`config.mk`:
```
export PLATFORM = sky130hd
export DESIGN_NAME = cpa_round
export DESIGN_NICKNAME = d
export VERILOG_FILES = /design/src/sv/cpa_pkg.sv /design/src/sv/cpa_round.sv
export SDC_FILE = /design/constraint.sdc
export NUM_CORES = 1
export LEC_CHECK = 0
export ABC_AREA = 1
export CAP_MARGIN = 20
export CORE_AREA = 2 2 72 74
export CTS_BUF_LIST = sky130_fd_sc_hd__clkbuf_4
export DETAILED_ROUTE_END_ITERATION = 10
export DIE_AREA = 0 0 74 76
export DONT_BUFFER_PORTS = 1
export GPL_TIMING_DRIVEN = 1
export MAX_ROUTING_LAYER = met4
export SLEW_MARGIN = 5
export SYNTH_ARGS = -nofsm -noshare
export SYNTH_HDL_FRONTEND = slang
export SYNTH_SLANG_ARGS = --single-unit
```
`constraint.sdc`:
```
create_clock -name clk -period 2.9 [get_ports clk]
set_clock_uncertainty 0.1 [all_clocks]
set_input_delay 0.29 -clock clk [delete_from_list [all_inputs] [get_ports clk]]
set_output_delay 0.29 -clock clk [all_outputs]
set_load 0.005 [all_outputs]
```
`src/sv/cpa_pkg.sv`:
```
`default_nettype none

package cpa_pkg;

  localparam int SAMPLE_WIDTH        = 24;
  localparam int ANGLE_FRACTION_BITS = 23;

  // Samples are scaled up so that the top of the input sits just under bit 57.
  localparam int GUARD_BITS = 58 - SAMPLE_WIDTH;
  localparam int ITERATIONS = 32;
  localparam int IDX_W      = $clog2(ITERATIONS);

  // After prerotation |x|,|y| <= 2^57.5; the CORDIC gain keeps them under 2^59.
  localparam int XY_W = 60;
  // Angle accumulator in units of pi * 2^-31; the largest value stays under 2^32.
  localparam int Z_W  = 33;
  localparam int ZR_W = Z_W + 1;

  localparam int PHASE_W     = ANGLE_FRACTION_BITS + 2;
  localparam int IN_DATA_W   = ((2 * SAMPLE_WIDTH + 7) / 8) * 8;
  localparam int OUT_DATA_W  = ((PHASE_W + 7) / 8) * 8;
  localparam int ROUND_SHIFT = 31 - ANGLE_FRACTION_BITS;
  localparam int ROUND_HALF  = (ROUND_SHIFT > 0) ? (1 << (ROUND_SHIFT - 1)) : 0;

  localparam logic signed [PHASE_W-1:0] PI_PHASE = {2'b01, {ANGLE_FRACTION_BITS{1'b0}}};
  localparam logic signed [PHASE_W-1:0] HALF_PI_PHASE =
    {3'b001, {(ANGLE_FRACTION_BITS - 1){1'b0}}};
  localparam logic signed [Z_W-1:0] Z_QUARTER = {{(Z_W - 31){1'b0}}, 1'b1, 30'b0};

  // atan(2^-i) / pi * 2^31, rounded.
  localparam logic [29:0] ATAN_TABLE [ITERATIONS] = '{
    30'h20000000, 30'h12E4051E, 30'h09FB385B, 30'h051111D4,
    30'h028B0D43, 30'h0145D7E1, 30'h00A2F61E, 30'h00517C55,
    30'h0028BE53, 30'h00145F2F, 30'h000A2F98, 30'h000517CC,
    30'h00028BE6, 30'h000145F3, 30'h0000A2FA, 30'h0000517D,
    30'h000028BE, 30'h0000145F, 30'h00000A30, 30'h00000518,
    30'h0000028C, 30'h00000146, 30'h000000A3, 30'h00000051,
    30'h00000029, 30'h00000014, 30'h0000000A, 30'h00000005,
    30'h00000003, 30'h00000001, 30'h00000001, 30'h00000000
  };

  typedef enum logic [2:0] {
    SP_NONE,
    SP_ZERO,
    SP_PI,
    SP_POS_HALF,
    SP_NEG_HALF
  } special_t;

  typedef struct packed {
    logic signed [XY_W-1:0] x;
    logic signed [XY_W-1:0] y;
    logic signed [Z_W-1:0]  z;
    special_t               special;
  } vec_t;

endpackage

`default_nettype wire

```
`src/sv/cpa_round.sv`:
```
`default_nettype none

module cpa_round (
  input  logic                        clk,
  input  logic                        rst_n,
  input  logic                        in_valid,
  output logic                        in_ready,
  input  cpa_pkg::vec_t               in_vec,
  output logic                        out_valid,
  input  logic                        out_ready,
  output logic [cpa_pkg::PHASE_W-1:0] phase
);
  import cpa_pkg::*;

  logic                      valid_r;
  logic [PHASE_W-1:0]        phase_r;
  logic [PHASE_W-1:0]        phase_nxt;
  logic signed [ZR_W-1:0]    zsum;
  logic signed [ZR_W-1:0]    zq;
  logic signed [ZR_W-1:0]    pi_ext;
  logic signed [PHASE_W-1:0] sat;

  assign zsum   = ZR_W'(in_vec.z) + ZR_W'(ROUND_HALF);
  assign zq     = zsum >>> ROUND_SHIFT;
  assign pi_ext = ZR_W'(PI_PHASE);

  // Residual error of the iterations can step just past the cut at pi.
  always_comb begin
    if (zq > pi_ext) begin
      sat = PI_PHASE;
    end else if (zq < -pi_ext) begin
      sat = -PI_PHASE;
    end else begin
      sat = zq[PHASE_W-1:0];
    end
  end

  always_comb begin
    case (in_vec.special)
      SP_NONE:     phase_nxt = sat;
      SP_ZERO:     phase_nxt = '0;
      SP_PI:       phase_nxt = PI_PHASE;
      SP_POS_HALF: phase_nxt = HALF_PI_PHASE;
      SP_NEG_HALF: phase_nxt = -HALF_PI_PHASE;
      default:     phase_nxt = '0;
    endcase
  end

  assign in_ready  = !valid_r || out_ready;
  assign out_valid = valid_r;
  assign phase     = phase_r;

  always_ff @(posedge clk) begin
    if (!rst_n) begin
      valid_r <= 1'b0;
    end else if (in_ready) begin
      valid_r <= in_valid;
    end
  end

  always_ff @(posedge clk) begin
    if (in_ready && in_valid) begin
      phase_r <= phase_nxt;
    end
  end

endmodule

`default_nettype wire

```
==> results.ini <==
[status]
status=finished clean

[final_layout]
postLayoutCoreUtil_pct=41.3
drive_gt1_share_pct=7.89
antennaDiodeCount=0
multiInputGateArea_um2=946
regArea_um2=771
final_nets=441
syn2layout_area_growth_pct=5.88
finalNonFillerCells=349
final_cell_mix=nand2_1, nor2_1, inv_1
n_fill_cell=527
final_common_cell=nand2_1

[pwr]
power.density_nw_per_um2=344
leakagePower_nw=0.897
peakVddDrop_mv=0.195
power.total_w=0.000698

[yosys]
async_reset_ff_share_pct=0
synth_seq_cells=26
ys_top_cells_by_area=edfxtp_1, nand2_1, nor2_1
yosysSeqAreaShare_pct=40.2
synth_flop_cell=edfxtp_1
syn_area_per_cell_um2=6.97
yosysTopAreaCellShare_pct=39.2
postSynthCellCount=275
syn-num-nets=436
synth_edf_count=25
yosys_warnings=0
synth_top_area_cell=edfxtp_1
netlist_area_um2=1920
post_synth_num_cell_types=23

[clock_tree]
cts_tree=built
clk_latency_ps=320
cts_made_buffers=3
cts_setup_buffers=0
root_buffer=clkbuf_4
clock_sinks=26
cts_buffer_depth=2
htreeDepth=1
path_clk_slew_ps=140

[timing]
slew_headroom_pct=66.2
min_period_over_period_pct=74.9
clock.fmax_ghz=0.460
setup_tns_ps=0
worst_slew_pin_slew_ps=505
drv_slew=0
final.min_clock_period_ps=2170
setup_viol=0
rsz0062_at_grt=false
fin_ws_ps=727
hold_viol=0

[grt]
overflow=0
grt_pass1_vias=1528
antenna_found_initial=0
grt_max_degree=26
track_usage_pct=16.8
grt_pass1_wl_mm=7.11

[floorplanning]
dieArea_um2=5620
start_util_pct=39.0
die_h_um=76
die_w_um=74
pin_count=187
placementRows=26
core_area_um2=4910

[drt]
vias=1669
drc=0
drt_iter0_drc=71
routed_wl_mm=4.46
wire_per_inst_um=12.8
ant_nets=0
drtPass1Iterations=4
vias_per_cell=4.78

[worst_hold_path]
hold_class=input pin to flip-flop
min_from=in_valid
min_to=out_valid
worstHoldPathCells=2

[setup_path]
crit_path_max_fanout=22
reg2reg_depth=2
end_kind=flip-flop
r2r_end=phase[5]
start_kind=input pin
reg2reg_slack_ps=1660
cp_data_required_time_ps=2970
critPathArrivalTime_ps=2240
r2r-start=out_valid
critical_path_class=input pin to flip-flop

[place]
dpl.cell_count=344
gp_congestion=0.899
dp_slack_ps=413
io_buffers=0
hpwl_mm=3.61

[run]
drv_cap=0

[through the flow]
stage	hold WS, ps	area (um2)
final	30.8	2030
after global routing	31.2	2030
after CTS	27.0	2030
after detailed placement	353	1990
after global placement	348	1990
after floorplan	344	1920
[power by group]
| part | internal [W] | switching, W | leakage [nW] |
|---|---|---|---|
| combinational | 0.0000333 | 0.0000643 | 0.625 |
| clock | 0.0000504 | 0.000103 | 0.0154 |
| sequential | 0.000434 | 0.0000126 | 0.256 |
| total | 0.000518 | 0.000180 | 0.897 |
[state kept, by name, summed over array words and instances (netlist names)]
name / flops
out_valid: 1
phase: 25
[routing by layer]
| metal | GRT usage (%) | share of wire [%] |
|---|---|---|
| met1 | 22.0 | 45 |
| met3 | 3.84 | 7.9 |
| met2 | 26.3 | 46 |
| met5 | - | 0 |
| met4 | 3.82 | 1.0 |
[kinds of logic after synthesis]
logic type                 Yosys count  synth area share, %
buffers and inverters               50                 10.6
DFF                                 26                 40.2
AOI/OAI and AO/OA                   11                 3.46
and+or+nand+nor                    178                 41.0
adders and majority gates            1                0.653
xor gates and xnor gates             9                 4.12
[worst max path at each step]
stage,cells after the start,to,startpoint,slack [ps]
after floorplan,1,phase[0],out_valid,790
after global placement,15,phase[4],in_vec[10],400
after detailed placement,15,phase[6],in_vec[10],410
after CTS,15,phase[2],in_vec[10],730
after global routing,13,phase[11],in_vec[10],450
final,13,phase[4],in_vec[10],730
[Yosys cell counts, drive strengths merged, types with 2 or more instances]
library cell	count
a21oi	2
and2	2
buf	2
edfxtp	25
inv	48
nand2	80
nand3	19
nand3b	5
nand4	5
nor2	66
o21ai	6
xnor2	6
xor2	3
[area by class of cell]
type                    instances  share of cell area, %
clock buffers                   3                   1.11
repair buffers                  2                  0.864
flip-flops and latches         26                   38.0
inverters                      48                   8.88
well taps                      70                   4.32
clock inverters                 1                  0.185
multi-input cells             199                   46.6
[worst max-delay path, cell delays in order]
cell and delay, ps:
ha_1 180, nand2_1 80, nor2_2 170, nand2_1 80, nor2_1 210, nand2_1 120
o21ai_2 180, nand2_1 100, nor2_1 160, nor2_1 60, nand2_1 100, nand2_2 290
nor2_1 210
[timing repair]
item	CTS	global route
resized for setup	0	0
hold buffers	1	0
hold endpoints to repair	1	0
Note: power is estimated with default switching activity, not from simulation.
