$ cat src/sv/cpa_pkg.sv
`default_nettype none

package cpa_pkg;

  localparam int SAMPLE_WIDTH        = 24;
  localparam int ANGLE_FRACTION_BITS = 23;

  // Samples are scaled up so that the top of the input sits just under bit 57.
  localparam int GUARD_BITS = 58 - SAMPLE_WIDTH;
  localparam int ITERATIONS = 32;
  localparam int IDX_W      = $clog2(ITERATIONS);

  // After prerotation |x|,|y| <= 2^57.5; the CORDIC gain keeps them under 2^59.
  localparam int XY_W = 60;
  // Angle accumulator in units of pi * 2^-31; the largest value stays under 2^32.
  localparam int Z_W  = 33;
  localparam int ZR_W = Z_W + 1;

  localparam int PHASE_W     = ANGLE_FRACTION_BITS + 2;
  localparam int IN_DATA_W   = ((2 * SAMPLE_WIDTH + 7) / 8) * 8;
  localparam int OUT_DATA_W  = ((PHASE_W + 7) / 8) * 8;
  localparam int ROUND_SHIFT = 31 - ANGLE_FRACTION_BITS;
  localparam int ROUND_HALF  = (ROUND_SHIFT > 0) ? (1 << (ROUND_SHIFT - 1)) : 0;

  localparam logic signed [PHASE_W-1:0] PI_PHASE = {2'b01, {ANGLE_FRACTION_BITS{1'b0}}};
  localparam logic signed [PHASE_W-1:0] HALF_PI_PHASE =
    {3'b001, {(ANGLE_FRACTION_BITS - 1){1'b0}}};
  localparam logic signed [Z_W-1:0] Z_QUARTER = {{(Z_W - 31){1'b0}}, 1'b1, 30'b0};

  // atan(2^-i) / pi * 2^31, rounded.
  localparam logic [29:0] ATAN_TABLE [ITERATIONS] = '{
    30'h20000000, 30'h12E4051E, 30'h09FB385B, 30'h051111D4,
    30'h028B0D43, 30'h0145D7E1, 30'h00A2F61E, 30'h00517C55,
    30'h0028BE53, 30'h00145F2F, 30'h000A2F98, 30'h000517CC,
    30'h00028BE6, 30'h000145F3, 30'h0000A2FA, 30'h0000517D,
    30'h000028BE, 30'h0000145F, 30'h00000A30, 30'h00000518,
    30'h0000028C, 30'h00000146, 30'h000000A3, 30'h00000051,
    30'h00000029, 30'h00000014, 30'h0000000A, 30'h00000005,
    30'h00000003, 30'h00000001, 30'h00000001, 30'h00000000
  };

  typedef enum logic [2:0] {
    SP_NONE,
    SP_ZERO,
    SP_PI,
    SP_POS_HALF,
    SP_NEG_HALF
  } special_t;

  typedef struct packed {
    logic signed [XY_W-1:0] x;
    logic signed [XY_W-1:0] y;
    logic signed [Z_W-1:0]  z;
    special_t               special;
  } vec_t;

endpackage

`default_nettype wire

$ cat src/sv/cpa_cell.sv
`default_nettype none

module cpa_cell (
  input  logic                      clk,
  input  logic                      rst_n,
  input  logic [cpa_pkg::IDX_W-1:0] idx,
  input  logic                      in_valid,
  output logic                      in_ready,
  input  cpa_pkg::vec_t             in_vec,
  output logic                      out_valid,
  input  logic                      out_ready,
  output cpa_pkg::vec_t             out_vec
);
  import cpa_pkg::*;

  logic                   valid_r;
  vec_t                   vec_r;
  vec_t                   vec_nxt;
  logic signed [XY_W-1:0] dx;
  logic signed [XY_W-1:0] dy;
  logic signed [Z_W-1:0]  step;

  // The index is tied to a constant per cell, so the shifts reduce to wiring.
  assign dx   = $signed(in_vec.y) >>> idx;
  assign dy   = $signed(in_vec.x) >>> idx;
  assign step = $signed(Z_W'(ATAN_TABLE[idx]));

  always_comb begin
    vec_nxt.special = in_vec.special;
    if ($signed(in_vec.y) > 0) begin
      vec_nxt.x = in_vec.x + dx;
      vec_nxt.y = in_vec.y - dy;
      vec_nxt.z = in_vec.z + step;
    end else begin
      vec_nxt.x = in_vec.x - dx;
      vec_nxt.y = in_vec.y + dy;
      vec_nxt.z = in_vec.z - step;
    end
  end

  assign in_ready  = !valid_r || out_ready;
  assign out_valid = valid_r;
  assign out_vec   = vec_r;

  always_ff @(posedge clk) begin
    if (!rst_n) begin
      valid_r <= 1'b0;
    end else if (in_ready) begin
      valid_r <= in_valid;
    end
  end

  always_ff @(posedge clk) begin
    if (in_ready && in_valid) begin
      vec_r <= vec_nxt;
    end
  end

endmodule

`default_nettype wire

$ cat config.mk
export PLATFORM = sky130hd
export DESIGN_NAME = cpa_cell
export DESIGN_NICKNAME = d
export VERILOG_FILES = /design/src/sv/cpa_pkg.sv /design/src/sv/cpa_cell.sv
export SDC_FILE = /design/constraint.sdc
export NUM_CORES = 1
export LEC_CHECK = 0
export ABC_AREA = 1
export BUFFER_PORTS_ARGS = -buffer_cell sky130_fd_sc_hd__buf_2
export CAP_MARGIN = 20
export CELL_PAD_IN_SITES_DETAIL_PLACEMENT = 0
export CELL_PAD_IN_SITES_GLOBAL_PLACEMENT = 1
export CORE_MARGIN = 5
export CORE_UTILIZATION = 46
export DETAILED_ROUTE_END_ITERATION = 7
export PLACE_DENSITY_LB_ADDON = 0.15
export SLEW_MARGIN = 0
export SYNTH_ARGS = -nofsm -noshare
export SYNTH_HDL_FRONTEND = slang
export SYNTH_SLANG_ARGS = --single-unit
$ cat constraint.sdc
create_clock -name clk -period 19.3 [get_ports clk]
set_input_delay 0.965 -clock clk [delete_from_list [all_inputs] [get_ports clk]]
set_output_delay 0.965 -clock clk [all_outputs]
set_load 0.02 [all_outputs]
==> impl_metrics.py <==
metrics = {
    "outcome": {
        "status": "completed",
    },
    "worst_setup_path": {
        "cp_top_family": "compound AO/OA/AOI/OAI gates",
        "crit_buf_inv": 5,
        "worst_ep_arrival_time_ns": 8.01,
        "endpoint_kind": "flip-flop",
        "criticalPathCategory": "in -> reg",
        "critPathLaunchType": "input port",
        "required_ns": 19.56,
        "crit_fanout": 68,
        "max_stage_delay_ns": 0.92,
        "crit_slowest_cell": "clkinv_2",
    },
    "yosys": {
        "synth_fp_nets": 4758,
        "yosysWarnings": 0,
        "synth_edf_count": 156,
        "synth_most_common_cell": "nand2_1",
        "yosysSeqAreaShare": 0.177,
        "async_flop_share": 0,
        "synth-seq-cells": 157,
        "syn_area_um2": 26600,
        "yosys.area.top_type_share": 0.176,
        "synth_area_per_cell_um2": 6.01,
        "syn_inst": 4420,
        "synth_area_leaders": "edfxtp_1, nand2_1, nand3_1",
        "synthDistinctLibCells": 61,
        "synth_commonest_cells": "nand2_1, nand3_1, nor2_1, inv_1, a21oi_1",
        "synth_ff_type": "edfxtp_1",
        "yosys.area.top_type": "edfxtp_1",
    },
    "finish": {
        "regArea_um2": 4700,
        "final_area_um2": 29000,
        "fill_cells": 6468,
        "syn_to_final_growth_pct": 9.19,
        "multi_input_area_um2": 19400,
        "drive_above_1_share": 0.111,
        "finish.net_count": 4966,
        "fin_cells": 5407,
        "final_core_util": 0.505,
    },
    "routing": {
        "wl_per_cell_um": 20.2,
        "drt_first_iter_violations": 3305,
        "route.detailed.drc": 0,
        "vias": 30800,
        "drtPass1Iterations": 6,
        "wl_um": 109000,
        "postRouteAntennaNets": 0,
        "via_per_inst": 5.69,
    },
    "sta": {
        "rsz0062_at_grt": "no",
        "setup_ws_ns": 11.55,
        "hold_violations": 0,
        "finalMaxSlewViolations": 0,
        "fin_crit_sh": 0.402,
        "final.setup.tns_ns": 0,
        "fin_crit_ns": 7.75,
        "max_freq_ghz": 0.129,
        "skew_ns": 0.00977,
        "maxSlewHeadroom": 0.246,
        "max_slew.worst_pin.slew_ns": 1.13,
        "setup_viol": 0,
    },
    "floorplanning": {
        "dieHeight_um": 250,
        "rows": 88,
        "core-area_um2": 57500,
        "chipWidth_um": 250,
        "start_util": 0.462,
        "dieArea_um2": 62700,
        "ios": 323,
    },
    "place": {
        "io_buffers": 322,
        "place_area_um2": 28400,
        "placed_cells": 5374,
        "pre_cts_slack_ns": 11.37,
        "dp_hpwl_um": 90900,
        "gp_congestion": 1.02,
    },
    "clock_network": {
        "numCtsBuffers": 17,
        "cts_max_level": 4,
        "cts_resized": 0,
        "cts_tree": "done",
        "ctsHoldBuffers": 0,
        "clk_transition_reported_paths_ns": 0.08,
        "clkSinkCount": 157,
        "cts_setup_buffers": 0,
        "insertion_delay_ns": 0.48,
        "clk_path_buf_depth": 2,
        "root_buffer": "clkbuf_16",
    },
    "pwr": {
        "ir_worst_vdd_mv": 0.0714,
        "seqPwrFrac": 0.240,
        "pwr-share-comb": 0.600,
        "netSwitchingFraction": 0.498,
        "power_frac_clock": 0.161,
        "leakagePower_nw": 14.2,
        "power_density_nw_per_um2": 74.0,
        "p_int_mw": 1.08,
        "p_switching_mw": 1.07,
    },
    "global_routing": {
        "grt_usage": 0.330,
        "grt-ovfl-total": 0,
        "grt_pass1_wl_um": 162000,
        "grt_start_max_net_pins": 97,
        "grt_pass1_vias": 27600,
        "antenna_found_initial": 0,
    },
    "min_path": {
        "min_path_type": "reg -> reg",
    },
    "run": {
        "drv_cap": 0,
    },
}
[layer usage]
layer  vias up  global-route usage  share of wire
met4         0               0.129          0.043
met1     14000               0.456           0.43
li1      15200                   -              -
met3       174              0.0615          0.089
met2      1374               0.510           0.44
met5         -                   0              0
[final timing paths]
| path | endpoint | depth (start not counted) | from | slack [ns] |
|---|---|---|---|---|
| worst min-delay path | out_valid | 2 | out_valid | 0.55 |
| worst max register to register | out_vec[77] | 3 | out_valid | 17.18 |
| worst min register to register | out_valid | 2 | out_valid | 0.55 |
| worst max-delay path | out_vec[155] | 28 | idx[1] | 11.55 |
[cells in the final DEF, fill, tap and decap left out, types with 38 or more instances in the layout]
master    netlist  final
nand2_1      1248   1248
nand3_1       706    706
nor2_1        437    435
inv_1         410    408
buf_2          56    319
a21oi_1       245    244
xor2_1        177    177
ha_1          170    170
o21ai_0       160    160
edfxtp_1      156    156
xnor2_1        67     67
o21ai_1        45     45
nand4_1        38     38
nand2_2        38     38
[logic make-up after synthesis]
kind of cell,Yosys count,share of synthesized area
xor+xnor,244,0.0804
compound gates,634,0.137
buf+inv,589,0.0942
simple gates,2623,0.429
flops,157,0.177
fa+ha+maj,173,0.0823
[registers in the layout (all words and copies together), names as in the netlist]
name       flops
out_vec      156
out_valid      1
[stage by stage]
stage	power, mW	hold slack (ns)
after floorplan	1.41	0.729
after global placement	1.79	0.533
after detailed placement	1.78	0.542
after CTS	2.13	0.550
after global routing	2.29	0.612
final	2.15	0.548
[final cells by class]
cell class                 instances  share of cell area
antenna                            1           0.0000863
clock buffer                      17              0.0147
clock inverter                    15             0.00462
inverter                         437              0.0568
multi-input combinational       3674               0.668
sequential                       157               0.162
tap                              765              0.0330
timing repair buffer             341              0.0607
[worst reg2reg max path, cell delays in order (launching register included)]
cell	delay, ns
dfxtp_1	0.35
a21oi_4	0.14
buf_4	0.46
buf_4	0.74
[power groups by stage]
stage                     clock network, mW  registers [mW]  logic [mW]
after global routing                  0.364           0.523        1.40
after global placement                    0           0.521        1.27
after CTS                             0.352           0.516        1.27
final                                 0.345           0.514        1.29
after floorplan                           0           0.631       0.779
after detailed placement                  0           0.523        1.26
Note: power is estimated with default switching activity, not from simulation.
