[src/sv/cpa_pkg.sv]
`default_nettype none

package cpa_pkg;

  localparam int SAMPLE_WIDTH        = 24;
  localparam int ANGLE_FRACTION_BITS = 23;

  // Samples are scaled up so that the top of the input sits just under bit 57.
  localparam int GUARD_BITS = 58 - SAMPLE_WIDTH;
  localparam int ITERATIONS = 32;
  localparam int IDX_W      = $clog2(ITERATIONS);

  // After prerotation |x|,|y| <= 2^57.5; the CORDIC gain keeps them under 2^59.
  localparam int XY_W = 60;
  // Angle accumulator in units of pi * 2^-31; the largest value stays under 2^32.
  localparam int Z_W  = 33;
  localparam int ZR_W = Z_W + 1;

  localparam int PHASE_W     = ANGLE_FRACTION_BITS + 2;
  localparam int IN_DATA_W   = ((2 * SAMPLE_WIDTH + 7) / 8) * 8;
  localparam int OUT_DATA_W  = ((PHASE_W + 7) / 8) * 8;
  localparam int ROUND_SHIFT = 31 - ANGLE_FRACTION_BITS;
  localparam int ROUND_HALF  = (ROUND_SHIFT > 0) ? (1 << (ROUND_SHIFT - 1)) : 0;

  localparam logic signed [PHASE_W-1:0] PI_PHASE = {2'b01, {ANGLE_FRACTION_BITS{1'b0}}};
  localparam logic signed [PHASE_W-1:0] HALF_PI_PHASE =
    {3'b001, {(ANGLE_FRACTION_BITS - 1){1'b0}}};
  localparam logic signed [Z_W-1:0] Z_QUARTER = {{(Z_W - 31){1'b0}}, 1'b1, 30'b0};

  // atan(2^-i) / pi * 2^31, rounded.
  localparam logic [29:0] ATAN_TABLE [ITERATIONS] = '{
    30'h20000000, 30'h12E4051E, 30'h09FB385B, 30'h051111D4,
    30'h028B0D43, 30'h0145D7E1, 30'h00A2F61E, 30'h00517C55,
    30'h0028BE53, 30'h00145F2F, 30'h000A2F98, 30'h000517CC,
    30'h00028BE6, 30'h000145F3, 30'h0000A2FA, 30'h0000517D,
    30'h000028BE, 30'h0000145F, 30'h00000A30, 30'h00000518,
    30'h0000028C, 30'h00000146, 30'h000000A3, 30'h00000051,
    30'h00000029, 30'h00000014, 30'h0000000A, 30'h00000005,
    30'h00000003, 30'h00000001, 30'h00000001, 30'h00000000
  };

  typedef enum logic [2:0] {
    SP_NONE,
    SP_ZERO,
    SP_PI,
    SP_POS_HALF,
    SP_NEG_HALF
  } special_t;

  typedef struct packed {
    logic signed [XY_W-1:0] x;
    logic signed [XY_W-1:0] y;
    logic signed [Z_W-1:0]  z;
    special_t               special;
  } vec_t;

endpackage

`default_nettype wire

[src/sv/cpa_prerot.sv]
`default_nettype none

module cpa_prerot (
  input  logic                                   clk,
  input  logic                                   rst_n,
  input  logic                                   in_valid,
  output logic                                   in_ready,
  input  logic signed [cpa_pkg::SAMPLE_WIDTH-1:0] re,
  input  logic signed [cpa_pkg::SAMPLE_WIDTH-1:0] im,
  output logic                                   out_valid,
  input  logic                                   out_ready,
  output cpa_pkg::vec_t                          out_vec
);
  import cpa_pkg::*;

  logic                   valid_r;
  vec_t                   vec_r;
  vec_t                   vec_nxt;
  logic signed [XY_W-1:0] xs;
  logic signed [XY_W-1:0] ys;

  assign xs = XY_W'(re) <<< GUARD_BITS;
  assign ys = XY_W'(im) <<< GUARD_BITS;

  // Samples in the left half plane are turned by a quarter turn so that the
  // iterations only have to cover the right half plane.
  always_comb begin
    vec_nxt.x = xs;
    vec_nxt.y = ys;
    vec_nxt.z = '0;
    if (re < 0) begin
      if (im >= 0) begin
        vec_nxt.x = ys;
        vec_nxt.y = -xs;
        vec_nxt.z = Z_QUARTER;
      end else begin
        vec_nxt.x = -ys;
        vec_nxt.y = xs;
        vec_nxt.z = -Z_QUARTER;
      end
    end
    if (im == 0) begin
      vec_nxt.special = (re < 0) ? SP_PI : SP_ZERO;
    end else if (re == 0) begin
      vec_nxt.special = (im > 0) ? SP_POS_HALF : SP_NEG_HALF;
    end else begin
      vec_nxt.special = SP_NONE;
    end
  end

  assign in_ready  = !valid_r || out_ready;
  assign out_valid = valid_r;
  assign out_vec   = vec_r;

  always_ff @(posedge clk) begin
    if (!rst_n) begin
      valid_r <= 1'b0;
    end else if (in_ready) begin
      valid_r <= in_valid;
    end
  end

  always_ff @(posedge clk) begin
    if (in_ready && in_valid) begin
      vec_r <= vec_nxt;
    end
  end

endmodule

`default_nettype wire

[config.mk]
export PLATFORM = sky130hd
export DESIGN_NAME = cpa_prerot
export DESIGN_NICKNAME = d
export VERILOG_FILES = /design/src/sv/cpa_pkg.sv /design/src/sv/cpa_prerot.sv
export SDC_FILE = /design/constraint.sdc
export NUM_CORES = 1
export LEC_CHECK = 0
export BUFFER_PORTS_ARGS = -buffer_cell sky130_fd_sc_hd__buf_2
export CAP_MARGIN = 20
export CORE_MARGIN = 2
export CORE_UTILIZATION = 39
export DETAILED_ROUTE_END_ITERATION = 8
export HOLD_SLACK_MARGIN = 0.02
export PLACE_DENSITY_LB_ADDON = 0.12
export SYNTH_ARGS = -nofsm -noshare
export SYNTH_HDL_FRONTEND = slang
export SYNTH_SLANG_ARGS = --single-unit
[constraint.sdc]
create_clock -name clk -period 2.9 [get_ports clk]
set_input_delay 0.58 -clock clk [delete_from_list [all_inputs] [get_ports clk]]
set_output_delay 0.58 -clock clk [all_outputs]
set_load 0.05 [all_outputs]
==> flow_summary.toml <==
[synthesis]
ys_seq_area_share_pct = 40.71
netlist_area_um2 = 4254
async_flop_share_pct = 0
synth_top_family_by_area = "buffers and inverters"
syn_avg_cell_area_um2 = 9.329
synth_fa_ha_area_share_pct = 0.5882
yosys.area_share.xor_xnor_pct = 5.353
synth.distinct_cells = 51
muxShareOfSynthArea_pct = 0.7059
synth-simple-area-share_pct = 17.65
synth_edf_count = 57
synth_ff_type = "edfxtp_1"
synth_warnings = 0
synth-compound-area-share_pct = 13.32
netlist_instances = 456
synth_seq_cells = 58

[setup_path]
cp-start-kind = "input port"
crit_type = "input port to register"
rr_worst_depth = 3
rr_startpoint = "out_valid$_SDFFE_PN0N_"
ff2ff_setup_slack_ns = 1.69
end_kind = "register"
crit_end = "out_vec[146]$_DFFE_PP_"
cp.required_ns = 3.12
startpoint = "im[7]"
path_max_fanout = 9
worstReg2RegEnd = "out_vec[145]$_DFFE_PP_"
cp.arrival_ns = 2.53

[sta]
hold_viol = 0
slew_violations = 0
finalCritPeriodShare_pct = 79.55
fin_tns_setup_ns = 0
period_needed_ns = 2.307
rsz0062_at_grt = "false"
max-slew-margin-rel_pct = 56.09
max_freq_mhz = 433.5
clock_skew_ns = 0.008100
worst_slew_pin_slew_ns = 0.6587
setup_viol = 0

[global_route]
track_usage_pct = 17.88
grt_pass1_vias = 3081
grt_first_pass_wirelength_mm = 15.93
antenna_found_initial = 0
grt_max_degree = 71
overflow = 0

[final_layout]
diodes = 0
area_growth_pct = 12.24
postLayoutCellArea_um2 = 4775
multi_input_area_um2 = 1977
regArea_um2 = 1732
n_fill_cell = 1122
utilization_pct = 44.43
final_nets = 613
final_cells = 704
layout-drive-gt1-share_pct = 25.53

[drt]
firstDrtPassIters = 5
routedWlPerCell_um = 15.21
drt_iter0_markers = 156
antenna_left = 0
via_per_inst = 4.986
routed_wl_mm = 10.71
routed-via-count = 3510
drc_errors = 0

[clock_tree]
cts.sinks = 58
root_buffer = "clkbuf_8"
postCtsHoldBufs = 0
clk_latency_ns = 0.35
ctsResizeCount = 0
clk_pin_slew_ns = 0.07
clock_path_buffers = 2
cts_buffers = 9
cts_tree = "built"
cts_setup_buffers = 0
cts_max_level = 3

[place]
hpwl_mm = 7.743
port_buffers = 111
place_area_um2 = 4591
gp_congestion = 0.8274
place_inst = 688

[floorplan]
core_um2 = 10750
dieArea_um2 = 11760
initial_core_util_pct = 39.59
chipHeight_um = 108.4
ios = 210
die_w_um = 108.4
row_count = 38

[worst_hold_path]
hold_path_class = "input port to register"

[flow_run]
maxCapViolCount = 0

[run_status]
outcome = "complete, no violations"

[pwr]
p_leak_nw = 2.030
p_per_area_nw_per_um2 = 542.7
max-vdd-ir-drop_mv = 0.2755
Yosys cell counts, drive strengths merged (4+ instances only):
library cell,count,share of area [%]
xnor2,14,2.9
clkbuf,26,2.3
inv,13,1.1
nand4,11,1.6
nand2,9,0.79
a21oi,33,3.9
nor2b,6,0.88
o41ai,4,0.82
buf,104,18
nor4,13,2.4
a22oi,6,1.1
xor2,12,2.5
a211o,5,1.0
o21ai,6,0.71
nor2,44,3.9
or4,10,1.9
edfxtp,57,40
nor3,10,1.2
or3,8,1.2
o31ai,5,0.88
a31oi,9,1.3
nand3,11,1.3
area by class of cell:
type / instances / area share (%)
well taps: 140 / 3.669
clock buffers: 9 / 2.594
multi-input cells: 354 / 41.40
flip-flops and latches: 58 / 36.27
inverters: 13 / 1.022
clock inverters: 7 / 1.258
repair buffers: 123 / 13.78
how the worst min path moves through the flow:
stage / cells after the start / startpoint / endpoint
3_5_place_dp: 2 / out_valid$_SDFFE_PN0N_ / out_valid$_SDFFE_PN0N_
4_1_cts: 2 / rst_n / out_valid$_SDFFE_PN0N_
6_report: 2 / rst_n / out_valid$_SDFFE_PN0N_
3_3_place_gp: 2 / out_valid$_SDFFE_PN0N_ / out_valid$_SDFFE_PN0N_
5_1_grt: 2 / rst_n / out_valid$_SDFFE_PN0N_
2_1_floorplan: 0 / re[23] / out_vec[33]$_SDFFCE_PN0P_
logic make-up (layout without fill, tap and decap cells):
kind of cell    after synthesis  after routing
buf+inv                     143            152
simple gates                137            137
compound gates               86             86
flops                        58             58
xor+xnor                     26             26
mux                           3              3
fa+ha+maj                     2              2
other cells                   1            100
through the flow:
stage                     power (mW)  worst slack (ns)  hold WS [ns]
after floorplan                1.812           0.01056        0.6789
after global placement         1.879            0.2578        0.5028
after detailed placement       1.883            0.2474        0.5215
after CTS                      2.619            0.6207        0.4590
after global routing           2.711            0.5005        0.4683
final                          2.591            0.5930        0.4787
flip-flops by register name, indices dropped and copies added, names as in the netlist:
| name | cells |
|---|---|
| out_valid | 1 |
| out_vec | 57 |
critical path: stages:
cell,delay [ns]
buf_2,0.12
or4_1,0.72
or4_4,0.61
or4_1,0.40
nand3_1,0.09
power by group:
group | leakage (nW) | switching, mW | internal (mW) | total, mW
Sequential | 0.558 | 0.0155 | 0.999 | 1.01
Combinational | 1.38 | 0.700 | 0.151 | 0.851
Clock | 0.0939 | 0.340 | 0.386 | 0.726
Total | 2.03 | 1.06 | 1.54 | 2.59
metal layers:
layer	part of all wire (%)	GRT usage [%]	vias to the layer above	routed length [um]
met1	41	22.34	1678	4356
met5	0	0	-	0
li1	-	-	1673	-
met4	1.7	6.593	0	182
met2	49	29.42	143	5288
met3	8.3	5.003	16	884
layout by cell type, fill, tap and decap left out, types with 4 or more instances in the layout:
master | synthesis | routed
a211o_1 | 5 | 5
a21oi_1 | 33 | 33
a22oi_1 | 6 | 6
a31oi_1 | 9 | 9
buf_2 | 2 | 111
buf_4 | 99 | 11
clkbuf_8 | 0 | 9
conb_1 | 1 | 100
edfxtp_1 | 57 | 57
inv_1 | 13 | 13
nand2_1 | 9 | 9
nand3_1 | 11 | 11
nand4_1 | 11 | 11
nor2_1 | 44 | 44
nor2b_1 | 6 | 6
nor3_1 | 10 | 10
nor4_1 | 11 | 11
o21ai_0 | 6 | 6
o31ai_1 | 5 | 5
o41ai_1 | 4 | 4
or3_1 | 8 | 8
or4_1 | 9 | 9
xnor2_1 | 14 | 14
xor2_1 | 12 | 12
Note: power is estimated with default switching activity, not from simulation.
